[src/rtl/core/assert_macros.svh]
`ifndef ASSERT_MACROS_SVH
`define ASSERT_MACROS_SVH

// same-cycle implication
`define ASSERT_IMPLIES(label, clk, rst, pre, post, msg) \
   label: assert property (@(posedge clk) disable iff (rst) (pre) |-> (post)) \
      else $error(msg);

// next-cycle implication
`define ASSERT_NEXT(label, clk, rst, pre, post, msg) \
   label: assert property (@(posedge clk) disable iff (rst) (pre) |=> (post)) \
      else $error(msg);

`endif

[src/rtl/core/oaht_pkg.sv]
package oaht_pkg;

   localparam int DEF_TABLE_SLOTS = 256;
   localparam logic [7:0] LOAD_LIMIT_RESET = 8'd192;

   localparam logic [1:0] OP_GET    = 2'd0;
   localparam logic [1:0] OP_SET    = 2'd1;
   localparam logic [1:0] OP_DELETE = 2'd2;

   localparam logic [1:0] STATUS_OK   = 2'd0;
   localparam logic [1:0] STATUS_MISS = 2'd1;
   localparam logic [1:0] STATUS_FULL = 2'd2;

   localparam logic [1:0] KIND_EMPTY = 2'd0;
   localparam logic [1:0] KIND_USED  = 2'd1;
   localparam logic [1:0] KIND_TOMB  = 2'd2;

   localparam logic CSR_IDX_LOAD_LIMIT = 1'b0;

   typedef enum logic [1:0] {
      ST_CLEAR,
      ST_IDLE,
      ST_PROBE
   } state_type;

   typedef struct packed {
      logic [1:0]  kind;
      logic [31:0] key;
      logic [63:0] value;
   } slot_type;

endpackage

[src/rtl/core/oaht_csr.sv]
module oaht_csr (
   input  logic        clock,
   input  logic        reset,
   input  logic        psel,
   input  logic        penable,
   input  logic        pwrite,
   input  logic [2:0]  paddr,
   input  logic [31:0] pwdata,
   output logic [31:0] prdata,
   output logic        pready,
   output logic [7:0]  load_limit
);

   logic [7:0] load_limit_ff;
   logic [7:0] load_limit_in;
   logic       wr_hit;

   assign pready = 1'b1;
   assign wr_hit = psel && penable && pwrite && (paddr[2] == oaht_pkg::CSR_IDX_LOAD_LIMIT);

   always_comb begin
      load_limit_in = load_limit_ff;
      if (wr_hit) begin
         load_limit_in = pwdata[7:0];
      end
   end

   always_ff @(posedge clock) begin
      if (reset) begin
         load_limit_ff <= oaht_pkg::LOAD_LIMIT_RESET;
      end else begin
         load_limit_ff <= load_limit_in;
      end
   end

   assign prdata = (paddr[2] == oaht_pkg::CSR_IDX_LOAD_LIMIT) ? {24'd0, load_limit_ff} : 32'd0;
   assign load_limit = load_limit_ff;

endmodule

[config.mk]
export PLATFORM = sky130hd
export DESIGN_NAME = oaht_csr
export DESIGN_NICKNAME = d
export VERILOG_FILES = /design/src/rtl/core/assert_macros.svh /design/src/rtl/core/oaht_pkg.sv /design/src/rtl/core/oaht_csr.sv
export SDC_FILE = /design/constraint.sdc
export NUM_CORES = 1
export LEC_CHECK = 0
export ABC_AREA = 0
export BUFFER_PORTS_ARGS = -buffer_cell sky130_fd_sc_hd__buf_2
export CELL_PAD_IN_SITES_DETAIL_PLACEMENT = 1
export CELL_PAD_IN_SITES_GLOBAL_PLACEMENT = 1
export CORE_ASPECT_RATIO = 1.5
export CORE_MARGIN = 8
export CORE_UTILIZATION = 20
export DETAILED_ROUTE_END_ITERATION = 7
export PLACE_DENSITY_LB_ADDON = 0.2
export REMOVE_ABC_BUFFERS = 1
export SKIP_CTS_REPAIR_TIMING = 1
export SLEW_MARGIN = 25
export SYNTH_ARGS = -nofsm -noshare
export SYNTH_HDL_FRONTEND = slang
export SYNTH_SLANG_ARGS = --single-unit
[constraint.sdc]
create_clock -name clock -period 2.4 [get_ports clock]
set_clock_uncertainty 0.15 [all_clocks]
set_input_delay 0.12 -clock clock [delete_from_list [all_inputs] [get_ports clock]]
set_output_delay 0.12 -clock clock [all_outputs]
set_load 0.03 [all_outputs]
==> reports/metrics.cfg <==
[global_route]
antenna_found_initial = 0
grt_use_total_pct = 5.87
grt_max_degree = 17
overflow = 0
grt_pass1_vias = 477
grt_first_pass_wirelength_um = 2200

[synth]
ys_ff_latch = 8
synth.avg_cell_area_um2 = 8.87
synth_area_leaders = buf_4, dfxtp_1, mux2i_1
syn_area_um2 = 621
yosysMostFrequentCell = buf_4
synth_cell_types = 10
synth_top_area_share_pct = 30.2
synth_warnings = 0
synth-seq-area-share_pct = 25.8
synth-edff-count = 0
syn-instance-count = 70
synthFlopType = dfxtp_1
ys_top_cells_by_count = buf_4, nand2b_1, and2b_2, dfxtp_1, mux2i_1
async_flop_share_pct = 0
synth_top_area_cell = buf_4

[timing]
slew_headroom_pct = 66.4
fin_crit_ns = 1.17
worst_hold_slack_ns = 0.00162
max_freq_ghz = 0.858
slew_violations = 0
fin_tns_setup_ns = 0
hold_viol_final = 0
tightestPinTransition_ns = 0.504
period_share_pct = 48.6
rsz0062_at_grt = false
setup_viol = 0

[die]
coreArea_mm2 = 0.00307
fp-row-count = 25
die_x_um = 61.5
die_h_um = 84.2
dieArea_mm2 = 0.00518
io_pins = 81
start_util_pct = 20.2

[final_layout]
nFillCells = 411
drive_above_1_share_pct = 40.4
nNetsFinal = 141
largest_reg_flops = 8
postLayoutCellArea_um2 = 751
n_antenna_cell = 0
area_growth_pct = 21.0
regArea_um2 = 160
multi_input_area_um2 = 344

[detailed_routing]
firstDrtPassIters = 2
drc = 0
drtAntennaViolNets = 0
via_per_inst = 3.39
wl_um = 1610
wire_per_inst_um = 11.6
drtIter0Drc = 7
vias = 471

[cts]
numCtsBuffers = 3
htree_levels = 1
clock-sinks = 8
cts.reportedPaths.clkPinSlew_ns = 0.04
clk_latency_ns = 0.22
cts_tree = done
cts-root-buf = clkbuf_8
ctsLongestPathBuffers = 2

[power]
powerDensity_mw_per_mm2 = 537
power_uw = 403
vdd.ir_drop.worst_v = 0.000226
p_leak_nw = 0.397

[hold_path]
hold_class = in -> reg

[critical_path]
worst-path-max-fanout = 3
end_kind = output port
required_ns = 2.13
worst-setup-path-type = reg -> out
start_kind = flop
crit_arrival_ns = 0.90

[place]
place_congestion = 0.536
port_buffers = 29
hpwl_um = 1320
placed_area_um2 = 699

[job]
max-cap-violations = 0

[run_status]
status = complete, no violations

-- power by group --
part           switching [mW]  internal (mW)  leakage, nW
clock                  0.0518          0.109       0.0216
combinational          0.0808         0.0235        0.311
sequential            0.00185          0.136       0.0648
-- cells by family after synthesis --
kind of cell | share of synthesized area [%]
muxes | 12.9
DFF | 25.8
buffers and inverters | 32.7
and+or+nand+nor | 27.4
other | 1.21
-- per-stage QoR --
stage,cells,setup WS (ns),utilization (%)
floorplan,66,1.35,-
finish,139,1.23,24.5
CTS,138,1.22,24.2
global route,139,1.18,24.5
global placement,135,1.04,22.8
detailed placement,135,1.03,22.8
-- worst max-delay path, stage by stage (launching register included) --
cell	delay [ns]
dfxtp_1	0.31
and2b_2	0.19
buf_2	0.17
-- cell type report --
| type | count | share of cell area (%) |
|---|---|---|
| sequential | 8 | 21.3 |
| tap | 40 | 6.67 |
| timing repair buffer | 30 | 20.7 |
| multi-input combinational | 58 | 45.8 |
| clock buffer | 3 | 5.50 |
-- layer usage --
layer  track usage (%)  vias to the layer above  part of all wire, %
met2              9.37                       33                   48
met5                 0                        -                    0
li1                  -                      224                    -
met3              2.14                        2                   15
met4              5.00                        0                  2.3
met1              5.57                      212                   35
-- worst paths after layout --
kind | slack (ns) | cells after the start | startpoint | end
max | 1.23 | 2 | load_limit[6] | prdata[6]
min | 0.002 | 3 | pwdata[0] | load_limit[0]
max reg2reg | 1.63 | 2 | load_limit[6] | load_limit[6]
min reg2reg | 0.33 | 2 | load_limit[1] | load_limit[1]
-- placed cells by master (no fill, tap or decap) --
cell type      count
and2b_2            8
and4b_1            1
buf_2             29
clkbuf_8           3
conb_1            25
dfxtp_1            8
dlygate4sd3_1      1
mux2i_1            8
nand2b_1          12
nor2_1             4
Power figures use the tool's default switching activity.
