## src/rtl/core/assert_macros.svh

```systemverilog
`ifndef ASSERT_MACROS_SVH
`define ASSERT_MACROS_SVH

// same-cycle implication
`define ASSERT_IMPLIES(label, clk, rst, pre, post, msg) \
   label: assert property (@(posedge clk) disable iff (rst) (pre) |-> (post)) \
      else $error(msg);

// next-cycle implication
`define ASSERT_NEXT(label, clk, rst, pre, post, msg) \
   label: assert property (@(posedge clk) disable iff (rst) (pre) |=> (post)) \
      else $error(msg);

`endif

```

## src/rtl/core/oaht_pkg.sv

```systemverilog
package oaht_pkg;

   localparam int DEF_TABLE_SLOTS = 256;
   localparam logic [7:0] LOAD_LIMIT_RESET = 8'd192;

   localparam logic [1:0] OP_GET    = 2'd0;
   localparam logic [1:0] OP_SET    = 2'd1;
   localparam logic [1:0] OP_DELETE = 2'd2;

   localparam logic [1:0] STATUS_OK   = 2'd0;
   localparam logic [1:0] STATUS_MISS = 2'd1;
   localparam logic [1:0] STATUS_FULL = 2'd2;

   localparam logic [1:0] KIND_EMPTY = 2'd0;
   localparam logic [1:0] KIND_USED  = 2'd1;
   localparam logic [1:0] KIND_TOMB  = 2'd2;

   localparam logic CSR_IDX_LOAD_LIMIT = 1'b0;

   typedef enum logic [1:0] {
      ST_CLEAR,
      ST_IDLE,
      ST_PROBE
   } state_type;

   typedef struct packed {
      logic [1:0]  kind;
      logic [31:0] key;
      logic [63:0] value;
   } slot_type;

endpackage

```

## src/rtl/core/oaht_probe.sv

```systemverilog
`include "assert_macros.svh"

module oaht_probe #(
   parameter int TABLE_SLOTS = oaht_pkg::DEF_TABLE_SLOTS
) (
   input  logic                           clock,
   input  logic                           reset,
   input  logic                           start,
   output logic                           busy,
   input  logic [1:0]                     req_op,
   input  logic [31:0]                    req_key_id,
   input  logic [31:0]                    req_key_hash,
   input  logic [63:0]                    req_write_value,
   output logic                           rsp_valid,
   output logic [1:0]                     rsp_status,
   output logic                           rsp_is_new_key,
   output logic [63:0]                    rsp_read_value,
   input  logic [7:0]                     load_limit,
   output logic                           mem_we,
   output logic [$clog2(TABLE_SLOTS)-1:0] mem_waddr,
   output oaht_pkg::slot_type             mem_wdata,
   output logic [$clog2(TABLE_SLOTS)-1:0] mem_raddr,
   input  oaht_pkg::slot_type             mem_rdata
);

   localparam int AW = $clog2(TABLE_SLOTS);

   oaht_pkg::state_type state_ff, state_in;

   logic [AW-1:0] clr_idx_ff, clr_idx_in;
   logic [AW-1:0] rd_idx_ff, rd_idx_in;
   logic [AW-1:0] count_ff, count_in;
   logic [AW-1:0] tomb_idx_ff, tomb_idx_in;
   logic          tomb_seen_ff, tomb_seen_in;
   logic [8:0]    used_count_ff, used_count_in;
   logic [1:0]    op_ff, op_in;
   logic [31:0]   key_ff, key_in;
   logic [63:0]   wval_ff, wval_in;

   logic          rsp_valid_ff, rsp_valid_in;
   logic [1:0]    rsp_status_ff, rsp_status_in;
   logic          rsp_new_ff, rsp_new_in;
   logic [63:0]   rsp_value_ff, rsp_value_in;

   logic          accept;
   logic          early_miss;
   logic          cur_used;
   logic          cur_tomb;
   logic          cur_empty;
   logic          hit;
   logic          probe_done;
   logic          tomb_any;
   logic [AW-1:0] tomb_at;
   logic [AW-1:0] target;
   logic          fresh;
   logic          none;
   logic          over;

   assign busy   = (state_ff != oaht_pkg::ST_IDLE);
   assign accept = start && (state_ff == oaht_pkg::ST_IDLE);
   assign early_miss = (req_op != oaht_pkg::OP_SET) &&
                       (((req_op != oaht_pkg::OP_GET) && (req_op != oaht_pkg::OP_DELETE)) ||
                        (used_count_ff == 9'd0));

   assign cur_used   = (mem_rdata.kind == oaht_pkg::KIND_USED);
   assign cur_tomb   = (mem_rdata.kind == oaht_pkg::KIND_TOMB);
   assign cur_empty  = !cur_used && !cur_tomb;
   assign hit        = cur_used && (mem_rdata.key == key_ff);
   assign probe_done = hit || cur_empty || (&count_ff);
   assign tomb_any   = tomb_seen_ff || cur_tomb;
   assign tomb_at    = tomb_seen_ff ? tomb_idx_ff : rd_idx_ff;
   assign target     = (!hit && tomb_any) ? tomb_at : rd_idx_ff;
   assign fresh      = !hit && !tomb_any && cur_empty;
   assign none       = !hit && !tomb_any && !cur_empty;
   assign over       = fresh && (({1'b0, used_count_ff} + 10'd1) > {2'b00, load_limit});

   always_comb begin
      state_in = state_ff;
      unique case (state_ff)
         oaht_pkg::ST_CLEAR: begin
            if (&clr_idx_ff) state_in = oaht_pkg::ST_IDLE;
         end
         oaht_pkg::ST_IDLE: begin
            if (accept && !early_miss) state_in = oaht_pkg::ST_PROBE;
         end
         oaht_pkg::ST_PROBE: begin
            if (probe_done) state_in = oaht_pkg::ST_IDLE;
         end
         default: begin
            state_in = oaht_pkg::ST_CLEAR;
         end
      endcase
   end

   always_comb begin
      mem_we        = 1'b0;
      mem_waddr     = target;
      mem_wdata     = '{kind: oaht_pkg::KIND_USED, key: key_ff, value: wval_ff};
      mem_raddr     = rd_idx_ff + AW'(1);
      clr_idx_in    = clr_idx_ff;
      count_in      = count_ff + AW'(1);
      tomb_seen_in  = tomb_seen_ff;
      tomb_idx_in   = tomb_idx_ff;
      used_count_in = used_count_ff;
      op_in         = op_ff;
      key_in        = key_ff;
      wval_in       = wval_ff;
      rsp_valid_in  = 1'b0;
      rsp_status_in = oaht_pkg::STATUS_MISS;
      rsp_new_in    = 1'b0;
      rsp_value_in  = 64'd0;
      unique case (state_ff)
         oaht_pkg::ST_CLEAR: begin
            mem_we     = 1'b1;
            mem_waddr  = clr_idx_ff;
            mem_wdata  = '{kind: oaht_pkg::KIND_EMPTY, key: 32'd0, value: 64'd0};
            clr_idx_in = clr_idx_ff + AW'(1);
         end
         oaht_pkg::ST_IDLE: begin
            mem_raddr    = req_key_hash[AW-1:0];
            count_in     = '0;
            tomb_seen_in = 1'b0;
            if (accept) begin
               op_in        = req_op;
               key_in       = req_key_id;
               wval_in      = req_write_value;
               rsp_valid_in = early_miss;
            end
         end
         oaht_pkg::ST_PROBE: begin
            if (cur_tomb && !tomb_seen_ff) begin
               tomb_seen_in = 1'b1;
               tomb_idx_in  = rd_idx_ff;
            end
            if (probe_done) begin
               rsp_valid_in = 1'b1;
               priority if (op_ff == oaht_pkg::OP_GET) begin
                  if (hit) begin
                     rsp_status_in = oaht_pkg::STATUS_OK;
                     rsp_value_in  = mem_rdata.value;
                  end
               end else if (op_ff == oaht_pkg::OP_DELETE) begin
                  if (hit) begin
                     rsp_status_in  = oaht_pkg::STATUS_OK;
                     mem_we         = 1'b1;
                     mem_wdata.kind = oaht_pkg::KIND_TOMB;
                  end
               end else begin
                  if (none || over) begin
                     rsp_status_in = oaht_pkg::STATUS_FULL;
                  end else begin
                     rsp_status_in = oaht_pkg::STATUS_OK;
                     rsp_new_in    = !hit;
                     mem_we        = 1'b1;
                     if (fresh) used_count_in = used_count_ff + 9'd1;
                  end
               end
            end
         end
         default: begin
            clr_idx_in = '0;
         end
      endcase
   end

   assign rd_idx_in = mem_raddr;

   always_ff @(posedge clock) begin
      if (reset) begin
         state_ff      <= oaht_pkg::ST_CLEAR;
         clr_idx_ff    <= '0;
         used_count_ff <= 9'd0;
         tomb_seen_ff  <= 1'b0;
         rsp_valid_ff  <= 1'b0;
      end else begin
         state_ff      <= state_in;
         clr_idx_ff    <= clr_idx_in;
         used_count_ff <= used_count_in;
         tomb_seen_ff  <= tomb_seen_in;
         rsp_valid_ff  <= rsp_valid_in;
      end
   end

   always_ff @(posedge clock) begin
      rd_idx_ff     <= rd_idx_in;
      count_ff      <= count_in;
      tomb_idx_ff   <= tomb_idx_in;
      op_ff         <= op_in;
      key_ff        <= key_in;
      wval_ff       <= wval_in;
      rsp_status_ff <= rsp_status_in;
      rsp_new_ff    <= rsp_new_in;
      rsp_value_ff  <= rsp_value_in;
   end

   assign rsp_valid      = rsp_valid_ff;
   assign rsp_status     = rsp_status_ff;
   assign rsp_is_new_key = rsp_new_ff;
   assign rsp_read_value = rsp_value_ff;

   `ASSERT_NEXT(a_accept_probes, clock, reset, accept && !early_miss, state_ff == oaht_pkg::ST_PROBE, "probing request did not enter probe")
   `ASSERT_IMPLIES(a_idle_no_write, clock, reset, state_ff == oaht_pkg::ST_IDLE, !mem_we, "slot write while idle")
   `ASSERT_IMPLIES(a_full_no_write, clock, reset, rsp_valid_in && (rsp_status_in == oaht_pkg::STATUS_FULL), !mem_we, "refused set wrote a slot")
   `ASSERT_IMPLIES(a_rsp_when_idle, clock, reset, rsp_valid_ff, state_ff == oaht_pkg::ST_IDLE, "result beat while not idle")

endmodule

```

## config.mk

```make
export PLATFORM = sky130hd
export DESIGN_NAME = oaht_probe
export DESIGN_NICKNAME = d
export VERILOG_FILES = /design/src/rtl/core/oaht_pkg.sv /design/src/rtl/core/oaht_probe.sv
export VERILOG_INCLUDE_DIRS = /design/src /design/src/rtl/core
export SDC_FILE = /design/constraint.sdc
export NUM_CORES = 1
export LEC_CHECK = 0
export ABC_AREA = 1
export BUFFER_PORTS_ARGS = -buffer_cell sky130_fd_sc_hd__buf_2
export CAP_MARGIN = 0
export CORE_AREA = 2 2 163 165
export CTS_CLUSTER_SIZE = 10
export DETAILED_ROUTE_END_ITERATION = 10
export DIE_AREA = 0 0 165 167
export HOLD_SLACK_MARGIN = 0.1
export PLACE_DENSITY = 0.64
export SKIP_CTS_REPAIR_TIMING = 1
export SLEW_MARGIN = 15
export SYNTH_ARGS = -nofsm -noshare
export SYNTH_HDL_FRONTEND = slang
export SYNTH_SLANG_ARGS = --single-unit
```

## constraint.sdc

```tcl
create_clock -name clock -period 3.5 [get_ports clock]
set_input_delay 0.875 -clock clock [delete_from_list [all_inputs] [get_ports clock]]
set_output_delay 0.875 -clock clock [all_outputs]
set_load 0.03 [all_outputs]
```

==> results by group, run 1 <==
Cells and area
  • Layout cells sized above 1: 33.8%
  • Area Growth Syn to Fin: 38.2%
  • Fill count: 2490
  • Most common cell after layout, fill and taps aside: buf_2
  • Post-Layout Cell Count: 1823
  • Most frequent cells in the layout: buf_2 (392), inv_1 (235), nor2_1 (233)
  • Number of nets in the layout: 1727

Critical path
  • Max incr delay on CP: 0.38 ns
  • CP Max Fanout: 4
  • WP data arrival: 2.74 ns
  • Critical path type: reg -> out
  • Flop-to-flop setup slack: 0.90 ns
  • Critical Path Start Type: flop
  • Buf/Inv on CP: 4
  • RR Endpoint: used_count_ff[1]
  • R2R cell count: 18
  • Worst Path Required: 2.62 ns
  • Crit path top cell by count: nand2_1
  • Critical R2R Launch: used_count_ff[0]
  • Crit-path cells: nand3_4, nor3_4, buf_4, nand2_1, xor2_2, inv_2, ha_4, nand2_1, inv_1, nand4_1, nand2_1, nand2_1, nand3_2, nand3_2, nand2_2, buf_6
  • Family with the most delay on the worst path: simple AND/OR/NAND/NOR gates
  • Endpoint class of the critical path: output pin
  • Crit path max-delay cell type: dfxtp_4

Placed design
  • Placer congestion estimate: 0.843
  • DP HPWL: 20.5 mm
  • Placed insts: 1768
  • DP Worst Slack: 0.00431 ns
  • Port Buffers: 398

STA
  • Final Hold Viols: 0
  • Unrepaired setup endpoints after global routing: yes
  • Worst Tran Pin Value: 0.745 ns
  • Tmin final: 3.62 ns
  • Skew final: 0.0141 ns
  • Final worst path period share: 103%
  • Final setup fails: 1
  • Pins over their slew limit: 0
  • Slew Limit Headroom: 50.2%
  • Final hold slack: 0.433 ns
  • Setup WS post-layout: -0.120 ns
  • F_max: 0.276 GHz

Synth
  • Syn avg cell area: 8.57 sq um
  • YS warnings: 0
  • Mapped Area: 8940 sq um
  • Top cell type's share of synthesized area: 35.6%
  • Register area share after synthesis: 58.9%
  • Asr flop ratio synth: 0%
  • Yosys reg bits: 210
  • Most used DFF post-synth: edfxtp_1
  • Post-Syn Nets: 1301
  • Syn Inst Count: 1043
  • Synth unique cells: 41
  • Post-synth EDFFs: 106
  • Synth area leader: edfxtp_1
  • Largest cells by area after synthesis: edfxtp_1 (36%), dfxtp_1 (23%), inv_1 (10%), nor2_1 (9.8%), nand2_1 (6.5%)

Pwr
  • Switching share of power: 21.2%
  • Overall Power: 5.21 mW
  • Clock Power Share: 45.7%
  • Gate power share: 4.7%
  • Int Power: 4.11 mW
  • Flop pwr share: 49.6%
  • Peak supply drop: 416 uV
  • Power per cell area: 422 nW/um^2
  • Lkg Pwr: 6.63 nW
  • Sw power: 1.10 mW

Flow run
  • Max Cap Violations: 0

Run status
  • Violated checks: negative setup slack
  • Status: finished, violations left

Worst hold path
  • Min-delay src: rd_idx_ff[4]
  • Hold EP: tomb_idx_ff[4]
  • Hold-critical path depth: 0
  • Hold Crit Class: reg -> reg

Floorplan
  • Die area: 27600 sq um
  • Initial Util: 34.7%
  • # rows: 59
  • Core Area: 25800 sq um
  • Die Span X: 165 um
  • Die height: 167 um
  • IO Pins: 423

Routing
  • Via/cell ratio: 4.32
  • Routed vias: 7871
  • DRT Wirelength: 26.5 mm
  • DRT Pass-1 Iters: 5
  • Iter 0 DRT Violations: 397
  • Antenna Nets Post-Route: 0
  • Routed len/inst: 14.5 um
  • # DRC: 0

CTS
  • Total CTS buffers: 26
  • Clock transition at path regs: 0.06 ns
  • Sink Count: 210
  • CTS tree: built
  • Worst-case clock buffer depth: 3
  • CTS root buf: clkbuf_16
  • Worst skew pair latency: 0.52 ns
  • H-Tree Depth: 1

Global route
  • GRT Total Usage: 18.3%
  • Vias in the first global route: 7472
  • Largest net degree at the start of global routing: 65
  • First-pass GRT wire length: 39.2 mm
  • Initial antenna violation count: 8
  • Gr ovfl total: 0
## state kept, by name, summed over array words and instances, names as in the netlist
name and count:
rsp_read_value 64, wval_ff 64, key_ff 32, used_count_ff 9, clr_idx_ff 8, count_ff 8, rd_idx_ff 8, tomb_idx_ff 8
op_ff 2, rsp_status 2, state_ff 2, rsp_is_new_key 1, rsp_valid 1, tomb_seen_ff 1
## power by group through the flow
stage / logic [mW] / registers (mW) / clock network [mW]
finish: 0.246 / 2.59 / 2.38
detailed placement: 0.241 / 2.64 / 0
global placement: 0.235 / 2.64 / 0
global route: 0.275 / 2.59 / 2.56
CTS: 0.242 / 2.59 / 2.47
floorplan: 0.0873 / 2.64 / 0
## cells in the mapped netlist (all sizes together) (6+ instances only)
| cell type | number |
|---|---|
| a21oi | 25 |
| nand3 | 23 |
| inv | 252 |
| dfxtp | 104 |
| xnor2 | 6 |
| nor2 | 240 |
| ha | 19 |
| nand2 | 155 |
| nor3 | 12 |
| xor2 | 7 |
| clkbuf | 16 |
| o21ai | 27 |
| edfxtp | 106 |
| nand4 | 10 |
| buf | 8 |
## final cells by class
class                      count  area [sq um]  area share (%)
multi-input combinational    553          2740            22.1
tap                          335           419            3.39
antenna                        4          10.0          0.0810
sequential                   210          5270            42.7
clock inverter                 5          35.0           0.284
clock buffer                  38           716            5.79
timing repair buffer         422          2200            17.8
inverter                     256           963            7.80
## layer usage
metal | up-vias | share of wire (%) | track usage [%]
met4 | 8 | 3.0 | 6.28
li1 | 4025 | - | -
met2 | 276 | 51 | 32.1
met3 | 59 | 8.1 | 5.55
met1 | 3503 | 38 | 20.9
met5 | - | 0.20 | 0
## cell families after synthesis
family	count (synthesis)	synth area share [%]
AND/OR/NAND/NOR	451	20.7
XOR/XNOR	13	1.27
flip-flops	210	58.9
buffers and inverters	280	11.9
AO/OA/AOI/OAI	70	4.56
adder cells (fa/ha/maj)	19	2.66
## worst register-to-register path: cells and delay by family (launching register included)
family                     cells  cell delay, ns
xor gates and xnor gates       1            0.21
adders and majority gates      1            0.27
buffers and inverters          4            0.44
DFF                            1            0.38
and+or+nand+nor               12            1.24
## stage by stage
step | TNS [ns] | instance area (sq um) | util, %
final | -0.120 | 12400 | 48.0
after global routing | -0.325 | 12400 | 47.9
after CTS | -0.411 | 12200 | 47.2
after detailed placement | 0 | 11400 | 44.3
after global placement | 0 | 11400 | 44.3
after floorplan | 0 | 8940 | -
## worst max path at each step
stage	slack, ns	cells past startpoint	from	end
finish	-0.12	16	used_count_ff[0]	mem_we
CTS	-0.37	17	used_count_ff[0]	mem_we
floorplan	0.05	13	mem_rdata[97]	mem_waddr[0]
global placement	0.03	16	mem_rdata[97]	mem_waddr[5]
detailed placement	0.004	16	mem_rdata[97]	mem_waddr[5]
global route	-0.21	16	used_count_ff[0]	mem_we
Note: power is estimated with default switching activity, not from simulation.
==> run 2, diff against run 1 <==
--- a/config.mk
+++ b/config.mk
@@ -13,6 +13,7 @@
 export CTS_CLUSTER_SIZE = 10
 export DETAILED_ROUTE_END_ITERATION = 10
 export DIE_AREA = 0 0 165 167
+export GPL_TIMING_DRIVEN = 1
 export HOLD_SLACK_MARGIN = 0.1
 export PLACE_DENSITY = 0.64
 export SKIP_CTS_REPAIR_TIMING = 1
==> constraint.sdc (replaced) <==
create_clock -name clock -period 3.5 [get_ports clock]
set_input_delay 0.875 -clock clock [delete_from_list [all_inputs] [get_ports clock]]
set_output_delay 0.875 -clock clock [all_outputs]
set_load 0.02 [all_outputs]
==> results by group, run 2 (same netlist as run 1, synthesis figures left out) <==
Run status
  • Status: finished, violations left
  • Violated checks: negative setup slack

Critical path
  • Critical path type: reg -> out
  • Critical Path Start Type: flop
  • WP data arrival: 2.68 ns (-0.06 ns)
  • RR Endpoint: used_count_ff[7]
  • Critical R2R Launch: used_count_ff[0]
  • Endpoint class of the critical path: output pin
  • Flop-to-flop setup slack: 0.99 ns (+0.09 ns)
  • Worst Path Required: 2.62 ns (about the same)
  • CP Max Fanout: 5 (+1)
  • R2R cell count: 19 (+1)

Global route
  • Gr ovfl total: 0 (unchanged)
  • Initial antenna violation count: 8 (unchanged)
  • Vias in the first global route: 7700 (+3.1%)
  • GRT Total Usage: 18.4% (+0.11 points)
  • Largest net degree at the start of global routing: 103 (+58%)
  • First-pass GRT wire length: 39.7 mm (+1.3%)

STA
  • Tmin final: 3.56 ns (-0.0617 ns)
  • Setup WS post-layout: -0.0581 ns (+0.0617 ns)
  • Final worst path period share: 102% (-1.8 points)
  • Skew final: 0.0162 ns (+0.00208 ns)
  • Worst Tran Pin Value: 0.685 ns (-0.0592 ns)
  • Final TNS setup: -0.0581 ns (+0.0617 ns)
  • Unrepaired setup endpoints after global routing: yes
  • Pins over their slew limit: 0 (unchanged)
  • Final Hold Viols: 0 (unchanged)
  • Slew Limit Headroom: 54.1% (+4.0 points)
  • Final setup fails: 1 (unchanged)
  • F_max: 0.281 GHz (+1.7%)

Cells and area
  • Multi-input logic area: 2760 sq um (+1.0%)
  • Most frequent cells in the layout: buf_2 (396), inv_1 (236), nor2_1 (233)
  • Register Area: 5270 sq um (unchanged)
  • Fill count: 2459 (-1.2%)
  • Number of nets in the layout: 1727 (unchanged)
  • Most common cell after layout, fill and taps aside: buf_2
  • Area Growth Syn to Fin: 39.1%
  • Layout cells sized above 1: 34.2% (+0.34 points)

Worst hold path
  • Hold-critical path depth: 0 (unchanged)
  • Hold EP: tomb_idx_ff[4]
  • Min-delay src: rd_idx_ff[4]
  • Hold Crit Class: reg -> reg

Routing
  • Routed len/inst: 14.5 um (-0.37%)
  • DRT Pass-1 Iters: 4 (-1)
  • Antenna Nets Post-Route: 0 (unchanged)
  • # DRC: 0 (unchanged)
  • Routed vias: 7862 (-0.11%)
  • Iter 0 DRT Violations: 370 (-6.8%)
  • Via/cell ratio: 4.31 (-0.11%)
  • DRT Wirelength: 26.4 mm (-0.37%)

CTS
  • Sink Count: 210 (unchanged)
  • Worst-case clock buffer depth: 3 (unchanged)
  • Worst skew pair latency: 0.53 ns (about the same)
  • CTS root buf: clkbuf_16
  • Clock transition at path regs: 0.06 ns (about the same)
  • H-Tree Depth: 1 (unchanged)
  • CTS tree: built
  • Total CTS buffers: 26 (unchanged)

Placed design
  • Port Buffers: 398 (unchanged)
  • DP Worst Slack: 0.00988 ns (+0.00557 ns)
  • Placer congestion estimate: 0.822 (-2.5%)
  • DP HPWL: 20.0 mm (-2.1%)

Floorplan
  • Initial Util: 34.7% (unchanged)
  • IO Pins: 423 (unchanged)
  • Die area: 27600 sq um (unchanged)
  • Die height: 167 um (unchanged)
  • # rows: 59 (unchanged)
  • Core Area: 25800 sq um (unchanged)
  • Die Span X: 165 um (unchanged)

Pwr
  • Lkg Pwr: 6.67 nW (+0.58%)
  • Overall Power: 5.35 mW (+2.6%)
  • Power per cell area: 430 nW/um^2 (+1.8%)
  • Peak supply drop: 397 uV (-4.6%)

Flow run
  • Max Cap Violations: 0 (unchanged)
[run 2: cell count changes in the layout (fill, tap and decap cells not counted), sizes merged]
cell    delta
clkbuf     +2
clkinv     -3
bufinv     +1
[run 2: how the worst max path moves through the flow]
stage                          start           end  slack (ns)  cells after the start
floorplan                      start     key_ff[0]        0.19                      2
global placement       mem_rdata[97]  mem_waddr[1]        0.02                     16
detailed placement     mem_rdata[97]  mem_waddr[1]        0.01                     16
CTS                 used_count_ff[0]        mem_we       -0.39                     17
global route        used_count_ff[3]        mem_we       -0.19                     17
finish              used_count_ff[0]        mem_we       -0.06                     17
[run 2: worst max-delay path, cell delays in order (launching register included)]
cell,delay (ns)
dfxtp_4,0.39
nand3_4,0.09
nor3_4,0.22
xor2_1,0.20
inv_2,0.08
ha_4,0.28
nand2_4,0.06
nor2_4,0.11
nand2_2,0.07
nand3_2,0.07
nand2_1,0.05
nand2_1,0.05
nand2_1,0.05
nand2_1,0.08
nand3_2,0.08
nand3_2,0.07
nand2_2,0.05
buf_6,0.15
[run 2: routing by layer]
| metal | routed length [um] | share of wire [%] | GRT usage, % |
|---|---|---|---|
| met1 | 10100 | 38 | 20.6 |
| met2 | 13400 | 51 | 33.3 |
| met3 | 2230 | 8.5 | 5.93 |
| met4 | 599 | 2.3 | 4.88 |
| met5 | 77 | 0.29 | 0 |
[run 2: final cells by class]
class | count | area share [%]
Tap cell | 335 | 3.37
Inverter | 256 | 7.74
Antenna cell | 4 | 0.0804
Clock buffer | 40 | 5.97
Multi-Input combinational cell | 553 | 22.2
Sequential cell | 210 | 42.4
Clock inverter | 3 | 0.412
Timing Repair Buffer | 422 | 17.8
[run 2: through the flow]
step | instance area [sq um] | cells | utilization [%] | hold WS [ns]
global route | 12400 | 1820 | 48.3 | 0.442
global placement | 11400 | 1766 | 44.3 | 0.414
finish | 12400 | 1823 | 48.3 | 0.432
detailed placement | 11400 | 1766 | 44.3 | 0.419
CTS | 12200 | 1809 | 47.4 | 0.433
floorplan | 8940 | 1043 | - | 0.402
[run 2: power by group]
group | switching [mW] | internal, mW | total [mW]
sequential | 0.00382 | 2.58 | 2.59
combinational | 0.115 | 0.128 | 0.243
clock | 1.00 | 1.52 | 2.52
==> run 3, diff against run 2 <==
--- a/config.mk
+++ b/config.mk
@@ -9,13 +9,13 @@
 export ABC_AREA = 1
 export BUFFER_PORTS_ARGS = -buffer_cell sky130_fd_sc_hd__buf_2
 export CAP_MARGIN = 0
-export CORE_AREA = 2 2 163 165
+export CORE_AREA = 2 2 162 164
 export CTS_CLUSTER_SIZE = 10
 export DETAILED_ROUTE_END_ITERATION = 10
-export DIE_AREA = 0 0 165 167
+export DIE_AREA = 0 0 164 166
 export GPL_TIMING_DRIVEN = 1
 export HOLD_SLACK_MARGIN = 0.1
-export PLACE_DENSITY = 0.64
+export PLACE_DENSITY = 0.62
 export SKIP_CTS_REPAIR_TIMING = 1
 export SLEW_MARGIN = 15
 export SYNTH_ARGS = -nofsm -noshare
==> constraint.sdc (replaced) <==
create_clock -name clock -period 3.75 [get_ports clock]
set_input_delay 0.9375 -clock clock [delete_from_list [all_inputs] [get_ports clock]]
set_output_delay 0.9375 -clock clock [all_outputs]
set_load 0.02 [all_outputs]
==> results by group, run 3 (same netlist as run 1, synthesis figures left out) <==
STA
  • Final Hold Viols: 0 (unchanged)
  • Skew final: 0.0116 ns (-0.00463 ns)
  • Final setup fails: 0 (-1)
  • Final worst path period share: 98.3%
  • Pins over their slew limit: 0 (unchanged)
  • Slew Limit Headroom: 50.8% (-3.4 points)
  • Unrepaired setup endpoints after global routing: yes
  • F_max: 0.271 GHz
  • Tmin final: 3.69 ns
  • Worst Tran Pin Value: 0.736 ns (+0.0502 ns)
  • Setup WS post-layout: 0.0648 ns (+0.123 ns)
  • Final hold slack: 0.436 ns (+0.00453 ns)

Critical path
  • Endpoint class of the critical path: output pin
  • Worst Path Required: 2.81 ns (+0.19 ns)
  • Critical path type: reg -> out
  • Max incr delay on CP: 0.40 ns (about the same)
  • CP Max Fanout: 5 (unchanged)
  • Crit-path cells: nand3_4, nor3_4, xor2_1, inv_1, ha_4, a21oi_1, nand3_2, nand2_1, nand2_1, nand2_1, nand2_1, nand3_2, nand3_2, nand2_2, buf_6
  • Crit path max-delay cell type: dfxtp_4
  • WP data arrival: 2.75 ns (+0.07 ns)
  • Critical Path Start Type: flop
  • Crit path top cell by count: nand2_1

CTS
  • H-Tree Depth: 1 (unchanged)
  • Worst skew pair latency: 0.53 ns (about the same)
  • Worst-case clock buffer depth: 3 (unchanged)
  • Sink Count: 210 (unchanged)
  • CTS root buf: clkbuf_16
  • Total CTS buffers: 25 (-3.8%)
  • Clock transition at path regs: 0.06 ns (about the same)
  • CTS tree: built

Placed design
  • Port Buffers: 398 (unchanged)
  • Instance area at placement: 11400 sq um (-0.24%)
  • Placed insts: 1764 (-0.11%)
  • DP Worst Slack: -0.0284 ns (-0.0382 ns)
  • DP HPWL: 20.7 mm (+3.4%)
  • Placer congestion estimate: 0.847 (+3.1%)

Cells and area
  • Design area: 12300 sq um (-1.1%)
  • Most common cell after layout, fill and taps aside: buf_2
  • Most frequent cells in the layout: buf_2 (397), inv_1 (238), nor2_1 (233)
  • Post-Layout Cell Count: 1816 (-0.38%)
  • Fill count: 2481 (+0.89%)
  • Final cell utilization of the core: 48.1% (-0.24 points)
  • Number of nets in the layout: 1722 (-0.29%)
  • Area Growth Syn to Fin: 37.6%
  • Layout cells sized above 1: 33.4% (-0.72 points)

Worst hold path
  • Hold Crit Class: reg -> reg

Floorplan
  • # rows: 59 (unchanged)
  • Initial Util: 34.9% (+0.20 points)
  • Die area: 27200 sq um (-1.2%)
  • Die Span X: 164 um (-0.61%)
  • Die height: 166 um (-0.60%)
  • IO Pins: 423 (unchanged)
  • Core Area: 25600 sq um (-0.57%)

Routing
  • # DRC: 0 (unchanged)
  • Iter 0 DRT Violations: 368 (-0.54%)
  • DRT Wirelength: 26.7 mm (+1.4%)
  • Via/cell ratio: 4.32 (+0.12%)
  • DRT Pass-1 Iters: 4 (unchanged)
  • Antenna Nets Post-Route: 0 (unchanged)
  • Routed vias: 7841 (-0.27%)
  • Routed len/inst: 14.7 um (+1.8%)

Global route
  • Vias in the first global route: 7664 (-0.47%)
  • Initial antenna violation count: 7 (-1)
  • GRT Total Usage: 19.3% (+0.89 points)
  • Largest net degree at the start of global routing: 94 (-8.7%)
  • First-pass GRT wire length: 40.7 mm (+2.5%)
  • Gr ovfl total: 0 (unchanged)

Pwr
  • Lkg Pwr: 6.60 nW (-0.99%)
  • Peak supply drop: 337 uV (-15%)
  • Power per cell area: 387 nW/um^2 (-9.9%)

Run status
  • Status: finished clean

Flow run
  • Max Cap Violations: 0 (unchanged)
## run 3: changes by cell type in the layout (fill, tap and decap cells not counted), moves of 2 or more
| cell | delta |
|---|---|
| buf_4 | -5 |
| inv_2 | -2 |
| inv_1 | +2 |
| clkbuf_1 | +2 |
| nand2_2 | -2 |
| clkbuf_8 | -4 |
## run 3: worst max-delay path, delay by kind of cell, from the launching register on
family          cells  cell delay, ns
buf+inv             2            0.21
xor+xnor            1            0.15
compound gates      1            0.26
flops               1            0.40
fa+ha+maj           1            0.26
simple gates       10            0.94
## run 3: stage by stage
step	TNS, ns	power (mW)
after floorplan	0	2.54
after global placement	0	2.68
after detailed placement	-0.0661	2.68
after CTS	-0.282	4.84
after global routing	-0.0860	4.95
final	0	4.77
## run 3: cell type report
type / count / area (sq um) / share of cell area (%)
antenna: 4 / 10.0 / 0.0813
clock buffer: 37 / 671 / 5.45
clock inverter: 3 / 30.0 / 0.244
inverter: 256 / 963 / 7.83
multi-input combinational: 553 / 2760 / 22.4
sequential: 210 / 5280 / 42.9
tap: 335 / 419 / 3.41
timing repair buffer: 418 / 2180 / 17.7
## run 3: power breakdown
group / internal [mW] / switching (mW) / total [mW]
clock: 1.23 / 0.900 / 2.13
combinational: 0.118 / 0.107 / 0.224
sequential: 2.41 / 0.00358 / 2.41
total: 3.76 / 1.01 / 4.77
## run 3: final timing paths
path                          from                to  slack (ns)  cells past startpoint
hold / removal        rd_idx_ff[4]    tomb_idx_ff[4]        0.44                      0
hold reg to reg       rd_idx_ff[4]    tomb_idx_ff[4]        0.44                      0
setup / recovery  used_count_ff[0]            mem_we        0.06                     15
setup reg to reg  used_count_ff[0]  used_count_ff[3]        1.17                     16
## run 3: metal layers
metal	vias to the layer above	track usage [%]	wire length (um)
met1	3460	22.3	10500
li1	4010	-	-
met3	72	6.47	2290
met2	291	32.4	12700
met4	8	8.31	1160
met5	-	0	48
